**src/assert_macros.svh**
```systemverilog
// Assertion macros shared by the rational arithmetic unit RTL.
// Depends on i_clk and i_rst_n being visible in the module that uses them.
`ifndef ASSERT_MACROS_SVH
`define ASSERT_MACROS_SVH

// same-cycle implication
`define ASSERT_IMPLY(label, ante, cons, msg) \
    label: assert property (@(posedge i_clk) disable iff (!i_rst_n) (ante) |-> (cons)) \
        else $error(msg);

// next-cycle implication
`define ASSERT_NEXT(label, ante, cons, msg) \
    label: assert property (@(posedge i_clk) disable iff (!i_rst_n) (ante) |=> (cons)) \
        else $error(msg);

`endif

```
**src/rar_pkg.sv**
```systemverilog
// Package for the rational arithmetic unit: operation codes, controller
// commands, command/status structs and output field widths. No dependencies.
package rar_pkg;

    localparam int OPERAND_WIDTH_DEF = 16;

    localparam int WHOLE_W      = 34;
    localparam int FRAC_W       = 32;
    localparam int DEN_W        = 31;
    localparam int IN_USER_W    = 2;
    localparam int OUT_FIELDS_W = WHOLE_W + FRAC_W + DEN_W;
    localparam int OUT_TDATA_W  = ((OUT_FIELDS_W + 7) / 8) * 8;

    typedef enum logic [1:0] {
        FUNC_ADD = 2'd0,
        FUNC_SUB = 2'd1,
        FUNC_MUL = 2'd2,
        FUNC_DIV = 2'd3
    } t_func;

    typedef enum logic [3:0] {
        CMD_NONE,
        CMD_LOAD,
        CMD_MUL0,
        CMD_MUL1,
        CMD_MUL2,
        CMD_COMB,
        CMD_GCD_STEP,
        CMD_GCD_FIN,
        CMD_DIVN_GO,
        CMD_DIVN_WAIT,
        CMD_DIVD_GO,
        CMD_DIVD_WAIT,
        CMD_DIVW_GO,
        CMD_DIVW_WAIT,
        CMD_OUT
    } t_cmd;

    typedef struct packed {
        t_cmd cmd;
    } t_ctl;

    typedef struct packed {
        logic gcd_done;
        logic div_done;
        logic out_free;
    } t_sts;

endpackage

```
**src/rar_div.sv**
```systemverilog
// Restoring divider, one quotient bit per cycle, for the rational unit.
// Depends on assert_macros.svh.
`include "assert_macros.svh"

module rar_div #(
    parameter int DW = 32
) (
    input  logic          i_clk,
    input  logic          i_rst_n,
    input  logic          i_start,
    input  logic [DW-1:0] i_dividend,
    input  logic [DW-1:0] i_divisor,
    output logic          o_done,
    output logic [DW-1:0] o_quo,
    output logic [DW-1:0] o_rem
);

    localparam int CW = $clog2(DW + 1);

    logic          r_busy;
    logic          r_done;
    logic [CW-1:0] r_cnt;
    logic [DW-1:0] r_quo;
    logic [DW-1:0] r_rem;
    logic [DW-1:0] r_dvs;

    logic [DW:0]   rem_sh;
    logic [DW:0]   diff;
    logic          ge;

    always_comb begin
        rem_sh = {r_rem, r_quo[DW-1]};
        diff   = rem_sh - {1'b0, r_dvs};
        ge     = !diff[DW];
    end

    always_ff @(posedge i_clk) begin
        if (!i_rst_n) begin
            r_busy <= 1'b0;
            r_done <= 1'b0;
        end else begin
            r_done <= 1'b0;
            if (i_start) begin
                r_busy <= 1'b1;
            end else if (r_busy && (r_cnt == CW'(1))) begin
                r_busy <= 1'b0;
                r_done <= 1'b1;
            end
        end
    end

    always_ff @(posedge i_clk) begin
        if (i_start) begin
            r_cnt <= CW'(DW);
            r_quo <= i_dividend;
            r_rem <= '0;
            r_dvs <= i_divisor;
        end else if (r_busy) begin
            r_cnt <= r_cnt - 1'b1;
            r_quo <= {r_quo[DW-2:0], ge};
            r_rem <= ge ? diff[DW-1:0] : rem_sh[DW-1:0];
        end
    end

    assign o_done = r_done;
    assign o_quo  = r_quo;
    assign o_rem  = r_rem;

    `ASSERT_IMPLY(a_rem_below_dvs, o_done, o_rem < r_dvs, "divider remainder not below divisor")
    `ASSERT_NEXT(a_start_busy, i_start, r_busy && !r_done, "divider did not start")

endmodule

```
**src/rar_dp.sv**
```systemverilog
// Datapath of the rational unit: operand load, shared multiplier, sign-magnitude
// add, binary gcd, divider and output register. Depends on rar_pkg, rar_div.
`include "assert_macros.svh"

module rar_dp
    import rar_pkg::*;
#(
    parameter int W = OPERAND_WIDTH_DEF
) (
    input  logic                      i_clk,
    input  logic                      i_rst_n,
    input  t_ctl                      i_ctl,
    output t_sts                      o_sts,
    input  t_func                     i_func,
    input  logic signed [W-1:0]       i_a_num,
    input  logic signed [W-1:0]       i_a_den,
    input  logic signed [W-1:0]       i_b_num,
    input  logic signed [W-1:0]       i_b_den,
    output logic                      o_out_valid,
    input  logic                      i_out_ready,
    output logic signed [WHOLE_W-1:0] o_whole_part,
    output logic signed [FRAC_W-1:0]  o_frac_num,
    output logic [DEN_W-1:0]          o_red_den,
    output logic                      o_den_was_zero
);

    localparam int MW = 2 * W;
    localparam int KW = $clog2(MW + 1);
    localparam int OW = (MW > WHOLE_W) ? MW : WHOLE_W;

    // operands, sign-magnitude
    t_func          r_func;
    logic [W-1:0]   r_an_m, r_ad_m, r_bn_m, r_bd_m;
    logic           r_an_s, r_ad_s, r_bn_s, r_bd_s;
    // products
    logic [MW-1:0]  r_p0, r_p1, r_p2;
    logic           r_n0, r_n1, r_n2;
    // reduction
    logic [MW-1:0]  r_num, r_den, r_x, r_y, r_g, r_wm, r_fm;
    logic [KW-1:0]  r_k;
    logic           r_neg, r_flag;
    // output register
    logic                      r_out_valid;
    logic signed [WHOLE_W-1:0] r_whole;
    logic signed [FRAC_W-1:0]  r_frac;
    logic [DEN_W-1:0]          r_rden;
    logic                      r_zflag;

    logic [W-1:0]   an_m, ad_m, bn_m, bd_m;
    logic           an_s, ad_s, bn_s, bd_s;
    logic [W-1:0]   mul_a, mul_b;
    logic           mul_s;
    logic [MW-1:0]  mul_p;
    logic           n1_eff;
    logic [MW-1:0]  sum_m;
    logic           sum_s;
    logic           den_zero;
    logic [MW-1:0]  x_nx, y_nx;
    logic [KW-1:0]  k_nx;
    logic           div_start, div_done;
    logic [MW-1:0]  div_dvd, div_dvs, div_quo, div_rem;
    logic           res_neg;
    logic [OW-1:0]  wm_ext, fm_ext, dm_ext, whole_ext, frac_ext;

    // operand decode
    always_comb begin
        an_s = i_a_num[W-1];
        an_m = an_s ? unsigned'(-i_a_num) : unsigned'(i_a_num);
        bn_s = i_b_num[W-1];
        bn_m = bn_s ? unsigned'(-i_b_num) : unsigned'(i_b_num);
        if (i_a_den == '0) begin
            ad_s = 1'b0;
            ad_m = W'(1);
        end else begin
            ad_s = i_a_den[W-1];
            ad_m = ad_s ? unsigned'(-i_a_den) : unsigned'(i_a_den);
        end
        if (i_b_den == '0) begin
            bd_s = 1'b0;
            bd_m = W'(1);
        end else begin
            bd_s = i_b_den[W-1];
            bd_m = bd_s ? unsigned'(-i_b_den) : unsigned'(i_b_den);
        end
    end

    // shared multiplier
    always_comb begin
        case (i_ctl.cmd)
            CMD_MUL0: begin
                mul_a = r_an_m;
                mul_b = (r_func == FUNC_MUL) ? r_bn_m : r_bd_m;
                mul_s = r_an_s ^ ((r_func == FUNC_MUL) ? r_bn_s : r_bd_s);
            end
            CMD_MUL1: begin
                mul_a = r_bn_m;
                mul_b = r_ad_m;
                mul_s = r_bn_s ^ r_ad_s;
            end
            default: begin
                mul_a = r_ad_m;
                mul_b = (r_func == FUNC_DIV) ? r_bn_m : r_bd_m;
                mul_s = r_ad_s ^ ((r_func == FUNC_DIV) ? r_bn_s : r_bd_s);
            end
        endcase
        mul_p = MW'(mul_a) * MW'(mul_b);
    end

    // numerator combine
    always_comb begin
        n1_eff = r_n1 ^ (r_func == FUNC_SUB);
        case (r_func) inside
            FUNC_ADD, FUNC_SUB: begin
                if (r_n0 == n1_eff) begin
                    sum_m = r_p0 + r_p1;
                    sum_s = r_n0;
                end else if (r_p0 >= r_p1) begin
                    sum_m = r_p0 - r_p1;
                    sum_s = r_n0;
                end else begin
                    sum_m = r_p1 - r_p0;
                    sum_s = n1_eff;
                end
            end
            default: begin
                sum_m = r_p0;
                sum_s = r_n0;
            end
        endcase
        den_zero = (r_p2 == '0);
    end

    // binary gcd step; at least one of x, y stays odd after the common twos
    always_comb begin
        x_nx = r_x;
        y_nx = r_y;
        k_nx = r_k;
        if (r_x != '0) begin
            if (!r_x[0] && !r_y[0]) begin
                x_nx = r_x >> 1;
                y_nx = r_y >> 1;
                k_nx = r_k + 1'b1;
            end else if (!r_x[0]) begin
                x_nx = r_x >> 1;
            end else if (!r_y[0]) begin
                y_nx = r_y >> 1;
            end else if (r_x >= r_y) begin
                x_nx = (r_x - r_y) >> 1;
            end else begin
                y_nx = (r_y - r_x) >> 1;
            end
        end
    end

    // divider operand select
    always_comb begin
        div_start = 1'b0;
        div_dvd   = r_num;
        div_dvs   = r_g;
        case (i_ctl.cmd)
            CMD_DIVN_GO: div_start = 1'b1;
            CMD_DIVD_GO: begin
                div_start = 1'b1;
                div_dvd   = r_den;
            end
            CMD_DIVW_GO: begin
                div_start = 1'b1;
                div_dvs   = r_den;
            end
            default: div_start = 1'b0;
        endcase
    end

    rar_div #(
        .DW (MW)
    ) u_div (
        .i_clk      (i_clk),
        .i_rst_n    (i_rst_n),
        .i_start    (div_start),
        .i_dividend (div_dvd),
        .i_divisor  (div_dvs),
        .o_done     (div_done),
        .o_quo      (div_quo),
        .o_rem      (div_rem)
    );

    // result formatting, wrapped to the field widths
    always_comb begin
        res_neg   = (r_num != '0) && r_neg;
        wm_ext    = OW'(r_wm);
        fm_ext    = OW'(r_fm);
        dm_ext    = OW'(r_den);
        whole_ext = res_neg ? (~wm_ext + 1'b1) : wm_ext;
        frac_ext  = res_neg ? (~fm_ext + 1'b1) : fm_ext;
    end

    always_ff @(posedge i_clk) begin
        case (i_ctl.cmd)
            CMD_LOAD: begin
                r_func <= i_func;
                r_an_m <= an_m;
                r_an_s <= an_s;
                r_ad_m <= ad_m;
                r_ad_s <= ad_s;
                r_bn_m <= bn_m;
                r_bn_s <= bn_s;
                r_bd_m <= bd_m;
                r_bd_s <= bd_s;
            end
            CMD_MUL0: begin
                r_p0 <= mul_p;
                r_n0 <= mul_s;
            end
            CMD_MUL1: begin
                r_p1 <= mul_p;
                r_n1 <= mul_s;
            end
            CMD_MUL2: begin
                r_p2 <= mul_p;
                r_n2 <= mul_s;
            end
            CMD_COMB: begin
                r_num  <= sum_m;
                r_den  <= den_zero ? MW'(1) : r_p2;
                r_x    <= sum_m;
                r_y    <= den_zero ? MW'(1) : r_p2;
                r_k    <= '0;
                r_neg  <= sum_s ^ (r_n2 && !den_zero);
                r_flag <= den_zero;
            end
            CMD_GCD_STEP: begin
                r_x <= x_nx;
                r_y <= y_nx;
                r_k <= k_nx;
            end
            CMD_GCD_FIN: r_g <= r_y << r_k;
            CMD_DIVN_WAIT: begin
                if (div_done) begin
                    r_num <= div_quo;
                end
            end
            CMD_DIVD_WAIT: begin
                if (div_done) begin
                    r_den <= div_quo;
                end
            end
            CMD_DIVW_WAIT: begin
                if (div_done) begin
                    r_wm <= div_quo;
                    r_fm <= div_rem;
                end
            end
            CMD_OUT: begin
                r_whole <= signed'(whole_ext[WHOLE_W-1:0]);
                r_frac  <= signed'(frac_ext[FRAC_W-1:0]);
                r_rden  <= dm_ext[DEN_W-1:0];
                r_zflag <= r_flag;
            end
            default: ;
        endcase
    end

    always_ff @(posedge i_clk) begin
        if (!i_rst_n) begin
            r_out_valid <= 1'b0;
        end else if (i_ctl.cmd == CMD_OUT) begin
            r_out_valid <= 1'b1;
        end else if (i_out_ready) begin
            r_out_valid <= 1'b0;
        end
    end

    assign o_sts.gcd_done  = (r_x == '0);
    assign o_sts.div_done  = div_done;
    assign o_sts.out_free  = !r_out_valid || i_out_ready;

    assign o_out_valid    = r_out_valid;
    assign o_whole_part   = r_whole;
    assign o_frac_num     = r_frac;
    assign o_red_den      = r_rden;
    assign o_den_was_zero = r_zflag;

    `ASSERT_IMPLY(a_gcd_y_nonzero, i_ctl.cmd == CMD_GCD_STEP, r_y != '0, "gcd operand y hit zero")
    `ASSERT_IMPLY(a_out_slot_free, i_ctl.cmd == CMD_OUT, !r_out_valid || i_out_ready, "output overwritten")

endmodule

```
**src/rar_ctrl.sv**
```systemverilog
// Controller of the rational unit: sequences load, multiply, gcd, divides and
// output through commands to the datapath. Depends on rar_pkg.
`include "assert_macros.svh"

module rar_ctrl
    import rar_pkg::*;
(
    input  logic i_clk,
    input  logic i_rst_n,
    input  logic i_in_valid,
    output logic o_in_ready,
    input  t_sts i_sts,
    output t_ctl o_ctl
);

    typedef enum logic [3:0] {
        S_IDLE,
        S_MUL0,
        S_MUL1,
        S_MUL2,
        S_COMB,
        S_GCD,
        S_GFIN,
        S_DN0,
        S_DN1,
        S_DD0,
        S_DD1,
        S_DW0,
        S_DW1,
        S_OUT
    } t_state;

    t_state r_state, n_state;
    logic   r_ready;

    always_comb begin
        n_state   = r_state;
        o_ctl.cmd = CMD_NONE;
        unique case (r_state)
            S_IDLE: begin
                if (i_in_valid && r_ready) begin
                    o_ctl.cmd = CMD_LOAD;
                    n_state   = S_MUL0;
                end
            end
            S_MUL0: begin
                o_ctl.cmd = CMD_MUL0;
                n_state   = S_MUL1;
            end
            S_MUL1: begin
                o_ctl.cmd = CMD_MUL1;
                n_state   = S_MUL2;
            end
            S_MUL2: begin
                o_ctl.cmd = CMD_MUL2;
                n_state   = S_COMB;
            end
            S_COMB: begin
                o_ctl.cmd = CMD_COMB;
                n_state   = S_GCD;
            end
            S_GCD: begin
                if (i_sts.gcd_done) begin
                    n_state = S_GFIN;
                end else begin
                    o_ctl.cmd = CMD_GCD_STEP;
                end
            end
            S_GFIN: begin
                o_ctl.cmd = CMD_GCD_FIN;
                n_state   = S_DN0;
            end
            S_DN0: begin
                o_ctl.cmd = CMD_DIVN_GO;
                n_state   = S_DN1;
            end
            S_DN1: begin
                o_ctl.cmd = CMD_DIVN_WAIT;
                if (i_sts.div_done) begin
                    n_state = S_DD0;
                end
            end
            S_DD0: begin
                o_ctl.cmd = CMD_DIVD_GO;
                n_state   = S_DD1;
            end
            S_DD1: begin
                o_ctl.cmd = CMD_DIVD_WAIT;
                if (i_sts.div_done) begin
                    n_state = S_DW0;
                end
            end
            S_DW0: begin
                o_ctl.cmd = CMD_DIVW_GO;
                n_state   = S_DW1;
            end
            S_DW1: begin
                o_ctl.cmd = CMD_DIVW_WAIT;
                if (i_sts.div_done) begin
                    n_state = S_OUT;
                end
            end
            S_OUT: begin
                if (i_sts.out_free) begin
                    o_ctl.cmd = CMD_OUT;
                    n_state   = S_IDLE;
                end
            end
            default: n_state = S_IDLE;
        endcase
    end

    always_ff @(posedge i_clk) begin
        if (!i_rst_n) begin
            r_state <= S_IDLE;
            r_ready <= 1'b1;
        end else begin
            r_state <= n_state;
            r_ready <= (n_state == S_IDLE);
        end
    end

    assign o_in_ready = r_ready;

    `ASSERT_IMPLY(a_ready_in_idle, o_in_ready, r_state == S_IDLE, "ready outside idle")
    `ASSERT_NEXT(a_accept_starts, i_in_valid && o_in_ready, r_state == S_MUL0, "item not started")

endmodule

```
**src/rational_arith_reduce_unit.sv**
```systemverilog
// Top level of the rational arithmetic unit with gcd reduction.
// Depends on rar_pkg, rar_ctrl, rar_dp (which holds rar_div).
//
// Usage:
//  Slave channel: i_s_tdata carries a_num, a_den, b_num, b_den (each
//  OPERAND_WIDTH bits, two's complement), i_s_tuser the operation (add, sub,
//  mul, div). An item is taken when i_s_tvalid and o_s_tready are high.
//  Master channel: o_m_tdata carries whole part, remainder numerator and
//  reduced denominator, o_m_tuser flags a zero product denominator.
//  One item is worked on at a time. The bit-serial divider, used three
//  times per item, and the binary gcd loop set the time until o_m_tvalid
//  rises; the next item is taken as soon as the result is registered.
//  A result waiting in the output register does not block the next item;
//  if the receiver still stalls when the following result is ready, the
//  block holds that result internally until the register frees.
//  Reset (synchronous, active low) clears the controller and output valid;
//  o_s_tready is high straight after reset.
module rational_arith_reduce_unit
    import rar_pkg::*;
#(
    parameter int OPERAND_WIDTH = OPERAND_WIDTH_DEF
) (
    input  logic                                      i_clk,
    input  logic                                      i_rst_n,
    input  logic                                      i_s_tvalid,
    output logic                                      o_s_tready,
    // a_num, a_den, b_num, b_den, zero padding
    input  logic [((4*OPERAND_WIDTH+7)/8)*8-1:0]      i_s_tdata,
    // func
    input  logic [IN_USER_W-1:0]                      i_s_tuser,
    output logic                                      o_m_tvalid,
    input  logic                                      i_m_tready,
    // whole_part, frac_num, red_den, zero padding
    output logic [OUT_TDATA_W-1:0]                    o_m_tdata,
    // den_was_zero
    output logic [0:0]                                o_m_tuser
);

    localparam int W = OPERAND_WIDTH;

    t_ctl ctl;
    t_sts sts;

    logic signed [WHOLE_W-1:0] whole_part;
    logic signed [FRAC_W-1:0]  frac_num;
    logic [DEN_W-1:0]          red_den;
    logic                      den_was_zero;

    rar_ctrl u_ctrl (
        .i_clk      (i_clk),
        .i_rst_n    (i_rst_n),
        .i_in_valid (i_s_tvalid),
        .o_in_ready (o_s_tready),
        .i_sts      (sts),
        .o_ctl      (ctl)
    );

    rar_dp #(
        .W (W)
    ) u_dp (
        .i_clk          (i_clk),
        .i_rst_n        (i_rst_n),
        .i_ctl          (ctl),
        .o_sts          (sts),
        .i_func         (t_func'(i_s_tuser)),
        .i_a_num        (signed'(i_s_tdata[W-1:0])),
        .i_a_den        (signed'(i_s_tdata[2*W-1:W])),
        .i_b_num        (signed'(i_s_tdata[3*W-1:2*W])),
        .i_b_den        (signed'(i_s_tdata[4*W-1:3*W])),
        .o_out_valid    (o_m_tvalid),
        .i_out_ready    (i_m_tready),
        .o_whole_part   (whole_part),
        .o_frac_num     (frac_num),
        .o_red_den      (red_den),
        .o_den_was_zero (den_was_zero)
    );

    assign o_m_tdata = {(OUT_TDATA_W - OUT_FIELDS_W)'(0), red_den, frac_num, whole_part};
    assign o_m_tuser = den_was_zero;

endmodule

```
**config.mk**
```make
export PLATFORM = sky130hd
export DESIGN_NAME = rational_arith_reduce_unit
export DESIGN_NICKNAME = d
export VERILOG_FILES = /design/src/rar_pkg.sv /design/src/rar_div.sv /design/src/rar_dp.sv /design/src/rar_ctrl.sv /design/src/rational_arith_reduce_unit.sv
export VERILOG_INCLUDE_DIRS = /design/src /design/src/src
export SDC_FILE = /design/constraint.sdc
export NUM_CORES = 2
export LEC_CHECK = 0
export BUFFER_PORTS_ARGS = -buffer_cell sky130_fd_sc_hd__buf_4
export CELL_PAD_IN_SITES_DETAIL_PLACEMENT = 0
export CELL_PAD_IN_SITES_GLOBAL_PLACEMENT = 1
export CORE_ASPECT_RATIO = 0.5
export CORE_UTILIZATION = 54
export CTS_CLUSTER_DIAMETER = 150
export CTS_CLUSTER_SIZE = 14
export DETAILED_ROUTE_END_ITERATION = 7
export GPL_ROUTABILITY_DRIVEN = 1
export HOLD_SLACK_MARGIN = 0.02
export PLACE_DENSITY_LB_ADDON = 0.1
export SKIP_LAST_GASP = 1
export SLEW_MARGIN = 20
export SYNTH_ARGS = -nofsm -noshare
export SYNTH_HDL_FRONTEND = slang
export SYNTH_SLANG_ARGS = --single-unit
```
**constraint.sdc**
```tcl
create_clock -name i_clk -period 19.8 [get_ports i_clk]
set_clock_uncertainty 0.05 [all_clocks]
set_input_delay 0 -clock i_clk [delete_from_list [all_inputs] [get_ports i_clk]]
set_output_delay 0 -clock i_clk [all_outputs]
set_load 0.02 [all_outputs]
```
==> summary.txt <==
Clk root buf -> clkbuf_16
DR WL met2 -> 67000 µm
Routability cong. -> 0.982
WP buf/inv -> 4
Yosys cell types -> 104
WP depth -> 25
Vias in the first global route -> 37300
RSZ-0062 raised after global routing -> no
Register area share after synthesis -> 0.380
Sequential cell area -> 0.0178 mm²
Crit path launch -> u_ctrl.r_state[0]
Gr ovfl total -> 0
Worst path slowest cell -> o221ai_1
FF-to-FF setup slack -> 10.26 ns
Fill count -> 7092
Post-CTS Setup Bufs -> 0
EDFF count, synth -> 563
Slowest cell delay on critical path -> 1.03 ns
HP Class -> input pin to flip-flop
Vias/cell -> 6.16
Dpl cells -> 5968
Final Max Slew Viols -> 0
Worst-Skew Late Latency -> 0.66 ns
Total detailed-routing wirelength -> 149000 µm
Drt first pass iters -> 6
Worst hold start -> i_s_tuser[0]
Fin Setup TNS -> 0 ns
Number of flip-flops in the largest register -> 34
First-pass GRT wire length -> 225000 µm
Synthesized area -> 0.0469 mm²
Routed vias -> 38100
Worst relative slew slack -> 0.154
Detailed Place HPWL -> 115000 µm
Remaining DRCs -> 0
# H-tree levels -> 2
Outcome -> complete, no violations
Crit Path Class -> flip-flop to flip-flop
Critical path's top delay family -> adder cells
Worst setup margin -> 10.26 ns
Largest net degree at the start of global routing -> 77
WL met1 -> 63900 µm
Die area -> 0.0881 mm²
GRT Util Overall -> 0.336
Max FO, Critical Path -> 38
Post_cts resized -> 0
WP data required -> 20.13 ns
CTS tree -> built
Chip width -> 419 µm
Worst Max-Slew Pin Slew -> 1.26 ns
Routed met3 length -> 13300 µm
Site row count -> 75
Crit path to -> u_dp.r_p0[31]
DRT antenna net count -> 0
Max Clock Freq -> 105 MHz
Area of the multi-input gates -> 0.0264 mm²
Die Height -> 210 µm
Main flop type after synthesis -> edfxtp_1
Worst r2r path cells -> 25
CTS Buf Count -> 49
Endpoints failing setup -> 0
YS warnings -> 0
Number of hold violations in the final report -> 0
Crit path arrival time -> 9.87 ns
DP Worst Slack -> 10.16 ns
Initial core utilization -> 0.552
Seq cells post-synth -> 609
Worst r2r dst -> u_dp.r_p0[31]
Clk buf depth -> 3
Initial antenna violation count -> 6
Fin crit period -> 9.54 ns
Most frequent CP cell -> fa_1
Clock sinks -> 609
Average size of a mapped cell -> 9.73 µm²
CP endpoint kind -> flip-flop
Final std cells w/o fill -> 6175
NumNets Final -> 5558
Startpoint Class -> flip-flop
Asr flop ratio synth -> 0
Num ports -> 177
Proportion of layout cells with a drive suffix above 1 -> 0.0899
Post-Syn Instances -> 4819
CORE AREA -> 0.0849 mm²
Area Overhead vs Synth -> 10.6%
PortBufs -> 169
Max-capacitance violation count -> 0
Period utilisation layout -> 0.482
Clock slew at reported path FFs -> 0.08 ns
DR top layer -> met4
Post-DR wirelength/cell -> 24.2 µm
FF-to-FF Start -> u_ctrl.r_state[0]
Initial DRC Count -> 4046
through the flow:
stage               area (µm²)  hold WS (ns)   util
floorplan                46900        0.0489      -
global placement         49200         0.129  0.579
detailed placement       49200         0.131  0.580
CTS                      51800        0.0208  0.610
global route             51800        0.0441  0.610
finish                   51800        0.0496  0.610
layout make-up:
cell class                 count  area share
antenna                        3    0.000145
clock buffer                  81      0.0260
clock inverter                 3    0.000941
inverter                     483      0.0350
multi-input combinational   3493       0.510
sequential                   609       0.344
tap                         1155      0.0279
timing repair buffer         348      0.0562
cell usage after synthesis, types with 21 or more instances:
cell type,instances,area share
xnor2_1,185,0.035
a22oi_1,37,0.0059
o211ai_1,24,0.0038
o21a_1,43,0.0069
a21oi_1,306,0.033
xor2_1,59,0.011
dfxtp_1,46,0.020
a21o_1,98,0.016
nor3_1,79,0.0084
a31oi_1,48,0.0064
mux2_2,71,0.017
nand4_1,32,0.0043
a221oi_1,44,0.0082
buf_2,29,0.0031
o21ai_0,210,0.022
clkbuf_1,181,0.014
o21bai_1,21,0.0034
nand3_1,68,0.0073
and2_1,41,0.0055
or3_1,50,0.0067
a211oi_1,58,0.0093
nor2_1,403,0.032
nand2_1,480,0.038
o21ai_1,23,0.0025
o31ai_1,51,0.0082
nor2b_1,34,0.0045
ha_1,304,0.081
fa_1,200,0.085
inv_1,481,0.039
and3_1,36,0.0048
nand2b_1,55,0.0073
nor4_1,54,0.0072
mux2i_1,108,0.023
edfxtp_1,563,0.36
how the worst min path moves through the flow:
stage | endpoint | slack (ns) | cells past startpoint
2_1_floorplan | u_dp.r_an_m[0] | 0.05 | 0
3_3_place_gp | u_dp.r_func[1] | 0.13 | 1
3_5_place_dp | u_dp.r_func[0] | 0.13 | 1
4_1_cts | u_dp.r_func[1] | 0.02 | 2
5_1_grt | u_dp.r_func[0] | 0.04 | 2
6_report | u_dp.r_func[0] | 0.05 | 2
metal layers:
layer	GRT usage	vias up
met3	0.0614	271
met1	0.466	18600
met5	0	-
met2	0.534	1727
li1	-	17500
met4	0.111	0
worst register-to-register path, stage by stage (launching register included):
cell	delay (ns)
dfxtp_1	0.69
nand2b_1	0.34
a21boi_2	0.21
buf_4	0.38
nand2b_1	0.58
o221ai_1	1.04
nand2_1	0.19
fa_1	0.58
inv_1	0.05
fa_1	0.58
fa_1	0.45
fa_1	0.49
fa_1	0.50
inv_1	0.05
fa_1	0.49
inv_1	0.05
ha_1	0.32
nand3_1	0.14
or3_1	0.39
o41a_1	0.46
a21oi_1	0.39
a41oi_1	0.24
a21oi_1	0.21
a21o_1	0.17
a31oi_1	0.10
xnor2_1	0.16
what timing repair did:
| item | CTS | global route |
|---|---|---|
| setup endpoints to repair | 0 | 0 |
| hold buffers | 120 | 0 |
| endpoints found under the hold margin | 78 | 0 |
cell families after synthesis:
family / after synthesis / share of synthesized area
compound gates: 1136 / 0.161
mux: 193 / 0.0468
simple gates: 1409 / 0.140
other cells: 1 / 0.0000800
fa+ha+maj: 504 / 0.166
buf+inv: 723 / 0.0598
xor+xnor: 244 / 0.0456
flops: 609 / 0.380
cell usage in the layout (no fill, tap or decap), types with 14 or more instances in the layout:
cell type and n:
clkbuf_16 49, fa_1 200, o21bai_1 21, dfxtp_1 45, a31oi_1 48, nand4_1 32, inv_1 480, mux2_2 71
a21o_1 98, a221oi_1 44, nor2_1 398, a211oi_1 57, xor2_1 58, buf_4 228, nand3_1 68, nand2b_1 55
and3_1 36, mux2i_1 108, nor2b_1 34, clkbuf_1 32, o21ai_0 205, ha_1 304, or3_1 48, o41ai_1 14
o31ai_1 50, edfxtp_1 563, a22oi_1 37, xnor2_1 184, nor3_1 75, mux4_2 14, o211ai_1 24, o21ai_1 24
nor4_1 54, a21oi_1 302, nand2_1 480, or2_2 15, o21a_1 42, o221ai_1 17, and2_1 41, dlygate4sd3_1 120
Power is not shown: default switching activity piles up to over one toggle a cycle in this logic, so the estimate is an artifact.
